==> src/hw/rtl/cmfd_pkg.sv <==
// Package with shared constants and types for the mixer/decimator.
package cmfd_pkg;

  localparam int MAX_TAPS_DEF    = 128;
  localparam int MAX_DECIM_DEF   = 64;
  localparam int SAMPLE_BITS_DEF = 16;
  localparam int COEF_BITS_DEF   = 18;
  localparam int OSC_FRAC        = 30;

  localparam logic [2:0] REG_MIX_ENABLE   = 3'd0;
  localparam logic [2:0] REG_PHASE_COS    = 3'd1;
  localparam logic [2:0] REG_PHASE_SIN    = 3'd2;
  localparam logic [2:0] REG_DECIM_FACTOR = 3'd3;
  localparam logic [2:0] REG_TAP_COUNT    = 3'd4;

  localparam logic CMD_SAMPLE = 1'b0;
  localparam logic CMD_LOAD   = 1'b1;

  typedef enum logic [2:0] {
    DP_IDLE = 3'd0,
    DP_MIX  = 3'd1,
    DP_OSC  = 3'd2,
    DP_MAC  = 3'd3,
    DP_FIN  = 3'd4,
    DP_SHIFT = 3'd5,
    DP_LOAD = 3'd6
  } dp_op_t;

  typedef struct packed {
    dp_op_t op;
    logic   step;
  } dp_cmd_t;

  typedef struct packed {
    logic mix_en;
    logic last;
    logic ready_out;
  } dp_stat_t;

endpackage

==> src/hw/rtl/cmfd_ctrl.sv <==
// Controller state machine sequencing one transaction through the datapath.
module cmfd_ctrl
  import cmfd_pkg::*;
(
  input  logic     clk,
  input  logic     rst_n,
  input  logic     in_valid,
  input  logic     in_command,
  output logic     in_ready,
  output logic     out_valid,
  input  logic     out_ready,
  input  dp_stat_t stat,
  output dp_cmd_t  cmd
);

  typedef enum logic [6:0] {
    S_IDLE  = 7'b0000001,
    S_MIX   = 7'b0000010,
    S_OSC   = 7'b0000100,
    S_FIN   = 7'b0001000,
    S_CHK   = 7'b0010000,
    S_MAC   = 7'b0100000,
    S_SHIFT = 7'b1000000
  } state_t;

  state_t state_r, state_nxt;
  logic ov_r, ov_nxt;

  always_comb begin
    state_nxt = state_r;
    ov_nxt = ov_r;
    cmd.op = DP_IDLE;
    cmd.step = 1'b0;
    in_ready = 1'b0;
    if (ov_r && out_ready) ov_nxt = 1'b0;
    unique case (state_r)
      S_IDLE: begin
        in_ready = 1'b1;
        if (in_valid) begin
          cmd.step = 1'b1;
          if (in_command == CMD_LOAD) cmd.op = DP_LOAD;
          else begin
            cmd.op = DP_IDLE;
            state_nxt = stat.mix_en ? S_MIX : S_FIN;
          end
        end
      end
      S_MIX: begin
        cmd.op = DP_MIX; cmd.step = 1'b1; state_nxt = S_OSC;
      end
      S_OSC: begin
        cmd.op = DP_OSC; cmd.step = 1'b1; state_nxt = S_FIN;
      end
      S_FIN: begin
        cmd.op = DP_FIN; cmd.step = 1'b1; state_nxt = S_CHK;
      end
      S_CHK: begin
        state_nxt = stat.ready_out ? S_MAC : S_IDLE;
      end
      S_MAC: begin
        cmd.op = DP_MAC; cmd.step = 1'b1;
        if (stat.last) state_nxt = S_SHIFT;
      end
      S_SHIFT: begin
        if (!ov_r || out_ready) begin
          cmd.op = DP_SHIFT; cmd.step = 1'b1;
          ov_nxt = 1'b1;
          state_nxt = S_IDLE;
        end
      end
      default: state_nxt = S_IDLE;
    endcase
  end

  always_ff @(posedge clk) begin
    if (!rst_n) begin
      state_r <= S_IDLE;
      ov_r <= 1'b0;
    end else begin
      state_r <= state_nxt;
      ov_r <= ov_nxt;
    end
  end

  assign out_valid = ov_r;

endmodule
==> config.mk <==
export PLATFORM = sky130hd
export DESIGN_NAME = cmfd_ctrl
export DESIGN_NICKNAME = d
export VERILOG_FILES = /design/src/hw/rtl/cmfd_pkg.sv /design/src/hw/rtl/cmfd_ctrl.sv
export SDC_FILE = /design/constraint.sdc
export NUM_CORES = 1
export LEC_CHECK = 0
export ABC_AREA = 1
export BUFFER_PORTS_ARGS = -buffer_cell sky130_fd_sc_hd__buf_2
export CORE_MARGIN = 2
export CORE_UTILIZATION = 30
export DETAILED_ROUTE_END_ITERATION = 8
export PLACE_DENSITY_LB_ADDON = 0.05
export SYNTH_ARGS = -nofsm -noshare
export SYNTH_HDL_FRONTEND = slang
export SYNTH_SLANG_ARGS = --single-unit
==> constraint.sdc <==
create_clock -name clk -period 1.2 [get_ports clk]
set_input_delay 0.12 -clock clk [delete_from_list [all_inputs] [get_ports clk]]
set_output_delay 0.12 -clock clk [all_outputs]
set_load 0.02 [all_outputs]
==> qor.log, run 1 <==
INFO  global_routing grt_pass1_wl=2370um
INFO  finish         layout.cells.non_filler=137
INFO  floorplanning  die_area=2060um^2
INFO  sta            final-max-slew-violation-count=0
INFO  min_path       worst_hold_path.num_cells=4
INFO  min_path       timing.hold.worst.class=primary input to flip-flop
INFO  floorplanning  ios=14
INFO  yosys          synth_top_area_share=31.1%
INFO  yosys          largest_family_of_logic_cells_by_synthesized_area=simple AND/OR/NAND/NOR gates
INFO  yosys          syn_avg_cell_area=6.05um^2
INFO  status         outcome=finished, violations left
INFO  clocking       cts_clock_pin_slew_for_the_worst_setup_and_hold_paths=0.05ns
INFO  floorplanning  chipHeight=45.4um
INFO  placed_design  place.detailed.instances=127
INFO  global_routing first_global_vias=581
INFO  detailed_routing drt_drc_violations_left=0
INFO  worst_setup_path worst-endpoint-required=1.08ns
INFO  detailed_routing wire_per_inst=10.2um
INFO  clocking       clk_path_buf_depth=2
INFO  yosys          post_synth_mux_area_share=0%
INFO  finish         nNetsFinal=131
INFO  clocking       hold_buffer_count_at_cts=0
INFO  clocking       ctsRootBufferMaster=sky130_fd_sc_hd__clkbuf_4
INFO  finish         area_of_all_placed_cells_without_fillers=882um^2
INFO  global_routing pin_count_of_the_biggest_net_entering_global_routing=8
INFO  detailed_routing drtPass1Iterations=5
INFO  floorplanning  initial_utilization=33.0%
INFO  yosys          syn-instance-count=85
INFO  detailed_routing drt-vias-per-instance=4.64
INFO  pwr            power.density_cell_area=1140nW/um^2
INFO  clocking       insertion_delay=0.25ns
INFO  yosys          synthXorXnorAreaFrac=0%
INFO  floorplanning  core-area=1560um^2
INFO  yosys          synth-seq-area-share=31.1%
INFO  finish         mostFrequentLayoutCells=17 x sky130_fd_sc_hd__nor2_1, 17 x sky130_fd_sc_hd__buf_4, 14 x sky130_fd_sc_hd__nand2_1
INFO  clocking       cts_max_level=1
INFO  yosys          synthAdderAreaFrac=0%
INFO  worst_setup_path worstSetupEndpointType=primary output
INFO  detailed_routing vias=635
INFO  finish         post-route-util=56.6%
INFO  sta            fin_worst_hold_slack=0.133ns
INFO  sta            finalCritPeriodShare=125%
INFO  sta            tightestPinTransition=0.299ns
INFO  global_routing track_usage=16.0%
INFO  worst_setup_path critPathTopFamily=simple AND/OR/NAND/NOR gates
INFO  sta            fin_setup_tns=-1.94ns
INFO  sta            fin_ws=-0.303ns
INFO  worst_setup_path crit_slowest_cell=sky130_fd_sc_hd__dfxtp_2
INFO  clocking       cts_tree=done
INFO  finish         synthToLayoutAreaGrowth=71.5%
INFO  worst_setup_path ff2ff_path_depth=8
INFO  sta            timing.final.setup_violations=10
INFO  pwr            p_leak=0.459nW
INFO  placed_design  buffer_ports.inserted=13
INFO  worst_setup_path setup.worst_path.class=flip-flop to primary output
INFO  floorplanning  row_count=14
INFO  yosys          syn_area=514um^2
INFO  detailed_routing ant_nets=0
INFO  status         violated_checks=setup timing
INFO  placed_design  postPlaceCellArea=697um^2
INFO  global_routing number_of_antenna_violations_at_the_first_check_in_global_routing=0
INFO  yosys          post_synth_main_area_contributors=sky130_fd_sc_hd__dfxtp_1 31%, sky130_fd_sc_hd__nor2_1 18%, sky130_fd_sc_hd__nand2_1 12%, sky130_fd_sc_hd__inv_1 11%, sky130_fd_sc_hd__nand3_1 8.8%
INFO  sta            period_needed=1.50ns
INFO  yosys          synthesis.nets=93
INFO  sta            setup_repair_after_global_routing_missed_its_margin=yes
INFO  yosys          synth_seq_cells=8
INFO  sta            timing.fmax=665MHz
INFO  worst_setup_path critical_path_maximum_fanout=5
INFO  worst_setup_path arrival=1.38ns
INFO  sta            final.setup_skew=0.00148ns
INFO  worst_setup_path cp_num_cells=6
INFO  worst_setup_path largest_incremental_delay_on_the_critical_path=0.33ns
INFO  global_routing overflow_after_grt=0
INFO  floorplanning  fp.dieW=45.4um
INFO  sta            timing_hold_violations_final=0
INFO  yosys          synth_top_area_cell=sky130_fd_sc_hd__dfxtp_1
INFO  placed_design  final_estimated_routing_congestion_in_global_placement=0.836
INFO  yosys          synth_warnings=0
INFO  clocking       tritoncts.num_buffers=3
INFO  yosys          synth.lib_cells_used.distinct=16
INFO  placed_design  detailed_place_hpwl=1060um
INFO  yosys          post_synth_and_or_nand_nor_area_fraction=51.8%
INFO  worst_setup_path critical_path.startpoint_type=flip-flop
INFO  worst_setup_path cp_cell_sequence=nor3_4, nand2_2, nor2_4, nand2_1, nand3_1, buf_6
INFO  yosys          synth_compound_area_share=6.08%
INFO  sta            timing.max_slew.rel_slack=80.0%
INFO  detailed_routing wl=1400um
INFO  flow_run       maxCapViolCount=0
INFO  finish         post_route_cells_drive_above_1_share=54.5%
INFO  finish         diode_insertion_count_for_antenna_repair=0
INFO  worst_setup_path timing.critical_path.buf_inv=1
INFO  pwr            vdd_ir_drop_max=0.662mV
INFO  detailed_routing drtIter0Drc=14
INFO  clocking       cts.sink_count=8
synthesized netlist by cell type, drive strengths merged:
cell   count
or2        1
a21oi      1
o21ai      2
dfxtp      8
nand2     18
nand4      1
inv       15
nand3     10
a31oi      2
nor3       2
nor3b      1
nor2      24
final timing paths:
| kind | slack [ns] | end | from |
|---|---|---|---|
| min | 0.13 | state_r[0]$_SDFFE_PN1P_ | rst_n |
| max | -0.30 | cmd[3] | state_r[6]$_SDFFE_PN0P_ |
| max reg2reg | -0.16 | state_r[0]$_SDFFE_PN1P_ | state_r[6]$_SDFFE_PN0P_ |
| min reg2reg | 0.60 | out_valid$_SDFF_PN0_ | out_valid$_SDFF_PN0_ |
per-stage QoR:
step / total power, W / worst slack, ns
2_1_floorplan: 0.000547 / 0.00685
3_3_place_gp: 0.000701 / -0.144
3_5_place_dp: 0.000700 / -0.121
4_1_cts: 0.000982 / -0.309
5_1_grt: 0.00108 / -0.409
6_report: 0.00101 / -0.303
worst reg2reg max path, cell delays in order, from the launching register on:
cell and delay (ns):
sky130_fd_sc_hd__dfxtp_2 0.33, sky130_fd_sc_hd__nor3_4 0.31, sky130_fd_sc_hd__nand3_2 0.15, sky130_fd_sc_hd__buf_4 0.16
sky130_fd_sc_hd__buf_6 0.11, sky130_fd_sc_hd__nand3_1 0.06, sky130_fd_sc_hd__nor2_1 0.04, sky130_fd_sc_hd__nand2_1 0.05
sky130_fd_sc_hd__nand2_1 0.05
report_power, final:
group | internal (W) | leakage [nW] | switching [W]
clock network | 0.000114 | 0.0138 | 0.0000829
logic | 0.000227 | 0.377 | 0.000277
registers | 0.000285 | 0.0677 | 0.0000194
kinds of logic after synthesis:
group | after synthesis
AND/OR/NAND/NOR | 57
AO/OA/AOI/OAI | 5
buffers and inverters | 15
flip-flops | 8
registers in the layout, summed over array words and instances (netlist names):
name       flops
out_valid      1
state_r        7
what timing repair did:
item	CTS	global route
endpoints found under the setup margin	9	11
gates resized for setup	22	18
setup buffers	6	2
pin swaps	6	9
metal layers:
layer	global-route usage [%]	vias up	share of wire (%)
met5	0	-	0
met4	8.82	0	1.3
li1	-	344	-
met3	2.78	2	2.6
met2	24.2	10	49
met1	21.3	279	47
final cells by class:
type | count | area [um^2]
Clock buffer | 3 | 22.5
Inverter | 15 | 56.3
Timing Repair Buffer | 33 | 258
Tap cell | 16 | 20.0
Multi-Input combinational cell | 62 | 353
Fill cell | 161 | 677
Sequential cell | 8 | 173
No activity file was read; power rests on OpenSTA's default activity.
==> inputs of run 2 (changes only) <==
--- a/config.mk
+++ b/config.mk
@@ -7,6 +7,7 @@
 export LEC_CHECK = 0
 export ABC_AREA = 1
 export BUFFER_PORTS_ARGS = -buffer_cell sky130_fd_sc_hd__buf_2
+export CORE_ASPECT_RATIO = 0.8
 export CORE_MARGIN = 2
 export CORE_UTILIZATION = 30
 export DETAILED_ROUTE_END_ITERATION = 8
==> run 2 against run 1 <==
  * The run still ends with setup timing left
  * Register-to-register slack better by 0.07 ns
  * Power rose by 0.96%
  * Combinational power shrank 2%
  * Wire length up 4.1%
  * Sequential power is 2% higher
  * Critical path type unchanged
  * Highest routed layer unchanged
==> qor.log, run 2 (synthesis results as in run 1) <==
INFO  worst_setup_path arrival=1.40ns
INFO  finish         fillCellCount=163
INFO  clocking       ctsRootBufferMaster=sky130_fd_sc_hd__clkbuf_4
INFO  detailed_routing dr_wl_met2=680um
INFO  worst_setup_path worstReg2RegStart=state_r[6]$_SDFFE_PN0P_
INFO  sta            final.setup_skew=0.00300ns
INFO  sta            timing.max_slew.rel_slack=78.5%
INFO  worst_setup_path timing.critical_path.buf_inv=2
INFO  pwr            vdd_ir_drop_max=0.540mV
INFO  min_path       timing.hold.worst.class=primary input to flip-flop
INFO  placed_design  detailed_place_hpwl=1060um
INFO  global_routing pin_count_of_the_biggest_net_entering_global_routing=8
INFO  finish         post_route_cells_drive_above_1_share=49.1%
INFO  detailed_routing vias=625
INFO  floorplanning  core-area=1610um^2
INFO  global_routing number_of_antenna_violations_at_the_first_check_in_global_routing=0
INFO  detailed_routing m1WireLength=678um
INFO  status         violated_checks=setup timing
INFO  finish         nNetsFinal=126
INFO  clocking       cts_tree=done
INFO  clocking       insertion_delay=0.26ns
INFO  detailed_routing drt_drc_violations_left=0
INFO  worst_setup_path largest_incremental_delay_on_the_critical_path=0.36ns
INFO  global_routing track_usage=17.4%
INFO  floorplanning  die_area=2060um^2
INFO  finish         final_common_cell=sky130_fd_sc_hd__nor2_1
INFO  detailed_routing drtIter0Drc=9
INFO  worst_setup_path setup.worst_path.class=flip-flop to primary output
INFO  floorplanning  ios=14
INFO  status         outcome=finished, violations left
INFO  pwr            p_leak=0.441nW
INFO  global_routing grt_pass1_wl=2460um
INFO  flow_run       maxCapViolCount=0
INFO  worst_setup_path worstSetupEndpointType=primary output
INFO  pwr            power.switching=0.000399W
INFO  sta            tightestPinTransition=0.322ns
INFO  sta            fin_ws=-0.318ns
INFO  clocking       cts_clock_pin_slew_for_the_worst_setup_and_hold_paths=0.05ns
INFO  clocking       cts_max_level=1
INFO  floorplanning  chipHeight=41.0um
INFO  clocking       clk_path_buf_depth=2
INFO  sta            timing.fmax=659MHz
INFO  sta            timing.final.setup_violations=9
INFO  sta            period_needed=1.52ns
INFO  sta            setup_repair_after_global_routing_missed_its_margin=yes
INFO  detailed_routing wire_per_inst=10.5um
INFO  global_routing overflow_after_grt=0
INFO  finish         post-route-util=52.6%
INFO  worst_setup_path critical_path.startpoint_type=flip-flop
INFO  pwr            p_int=0.000616W
INFO  min_path       timing.hold.worst_endpoint=state_r[0]$_SDFFE_PN1P_
INFO  pwr            switching_share=39.3%
INFO  worst_setup_path regToRegEndpoint=state_r[0]$_SDFFE_PN1P_
INFO  pwr            p_seq_share=30.8%
INFO  global_routing first_global_vias=580
INFO  pwr            power.density_cell_area=1200nW/um^2
INFO  floorplanning  row_count=13
INFO  worst_setup_path worst-endpoint-required=1.08ns
INFO  worst_setup_path ff2ff_path_depth=6
INFO  sta            timing_hold_violations_final=0
INFO  finish         number_of_flip_flops_in_the_largest_register=7
INFO  clocking       cts.sink_count=8
INFO  pwr            p_comb_share=48.6%
INFO  finish         register_name_with_the_most_flops=state_r
INFO  sta            fin_setup_tns=-1.69ns
INFO  placed_design  buffer_ports.inserted=13
INFO  clocking       tritoncts.num_buffers=3
INFO  sta            finalCritPeriodShare=127%
INFO  pwr            clockPowerShare=20.6%
INFO  detailed_routing drt-vias-per-instance=4.53
INFO  detailed_routing top_layer_used=met4
INFO  finish         diode_insertion_count_for_antenna_repair=0
INFO  worst_setup_path reg2reg_setup_slack=-0.09ns
INFO  worst_setup_path cp_num_cells=7
INFO  detailed_routing ant_nets=0
INFO  min_path       beginning_of_the_worst_hold_path=rst_n
INFO  worst_setup_path critPathTopFamily=flip-flops
INFO  worst_setup_path cp_cell_sequence=buf_6, nor2_2, nand2_1, nor2_2, a31oi_1, nand3_1, buf_6
INFO  worst_setup_path critical_path_maximum_fanout=3
INFO  placed_design  final_estimated_routing_congestion_in_global_placement=0.831
INFO  finish         synthToLayoutAreaGrowth=64.7%
INFO  floorplanning  initial_utilization=31.9%
INFO  min_path       worst_hold_path.num_cells=4
INFO  sta            final-max-slew-violation-count=0
INFO  worst_setup_path crit_slowest_cell=sky130_fd_sc_hd__dfxtp_2
INFO  floorplanning  fp.dieW=50.3um
INFO  detailed_routing met3_length=80um
INFO  finish         mostFrequentLayoutCells=16 x sky130_fd_sc_hd__nor2_1, 14 x sky130_fd_sc_hd__inv_1, 14 x sky130_fd_sc_hd__nand2_1
INFO  detailed_routing wl=1450um
INFO  detailed_routing drtPass1Iterations=4
## run 2: changes by cell type in the layout (fill, tap and decap cells not counted), moves of 2 or more
cell / delta
sky130_fd_sc_hd__buf_4: -5
sky130_fd_sc_hd__nor2_4: +2
sky130_fd_sc_hd__dfxtp_4: -2
sky130_fd_sc_hd__dfxtp_1: +2
## run 2: what timing repair did
item | CTS | global route
hold buffers | 0 | 0
buffers inserted | 3 | 1
setup endpoints to repair | 6 | 11
gates resized for setup | 24 | 12
pin swaps | 9 | 1
hold endpoints to repair | 0 | 0
## run 2: worst register-to-register path, cell delays in order, from the launching register on
cell                      delay, ns
sky130_fd_sc_hd__dfxtp_2       0.34
sky130_fd_sc_hd__nor3_4        0.31
sky130_fd_sc_hd__nand3_1       0.23
sky130_fd_sc_hd__nand3_2       0.16
sky130_fd_sc_hd__nor2_1        0.05
sky130_fd_sc_hd__nand2_1       0.05
sky130_fd_sc_hd__nand2_1       0.04
## run 2: final cells by class
cell class              instances  area (um^2)  area share, %
flip-flops and latches          8          165           19.5
clock buffers                   3         22.5           2.66
inverters                      15         56.3           6.65
well taps                      22         27.5           3.25
multi-input cells              62          355           41.9
repair buffers                 28          220           26.0
## run 2: power by group through the flow
| stage | clock [W] | combinational (W) | sequential (W) |
|---|---|---|---|
| after global placement | 0 | 0.000394 | 0.000308 |
| after floorplan | 0 | 0.000243 | 0.000304 |
| after CTS | 0.000222 | 0.000462 | 0.000310 |
| final | 0.000209 | 0.000493 | 0.000312 |
| after global routing | 0.000234 | 0.000542 | 0.000314 |
| after detailed placement | 0 | 0.000385 | 0.000307 |
## run 2: worst max-delay path by stage
| stage | slack, ns | startpoint | to |
|---|---|---|---|
| 2_1_floorplan | 0.007 | state_r[6]$_SDFFE_PN0P_ | cmd[0] |
| 4_1_cts | -0.32 | state_r[4]$_SDFFE_PN0P_ | cmd[3] |
| 3_3_place_gp | -0.11 | state_r[0]$_SDFFE_PN1P_ | cmd[3] |
| 3_5_place_dp | -0.08 | state_r[6]$_SDFFE_PN0P_ | cmd[0] |
| 6_report | -0.32 | state_r[6]$_SDFFE_PN0P_ | cmd[0] |
| 5_1_grt | -0.40 | state_r[6]$_SDFFE_PN0P_ | cmd[0] |
## run 2: routing by layer
metal,up-vias,global-route usage [%]
met4,0,10.8
met2,18,30.6
met5,-,0
met1,276,19.8
met3,2,4.38
li1,329,-
## run 2: per-stage QoR
| stage | instance area, um^2 | setup WS (ns) | hold WS, ns | total power, W | instances |
|---|---|---|---|---|---|
| after floorplan | 514 | 0.00685 | 0.267 | 0.000547 | 85 |
| after global placement | 689 | -0.112 | 0.379 | 0.000702 | 131 |
| after detailed placement | 689 | -0.0809 | 0.386 | 0.000692 | 131 |
| after CTS | 803 | -0.316 | 0.112 | 0.000994 | 137 |
| after global routing | 847 | -0.401 | 0.118 | 0.00109 | 138 |
| final | 847 | -0.318 | 0.118 | 0.00101 | 138 |
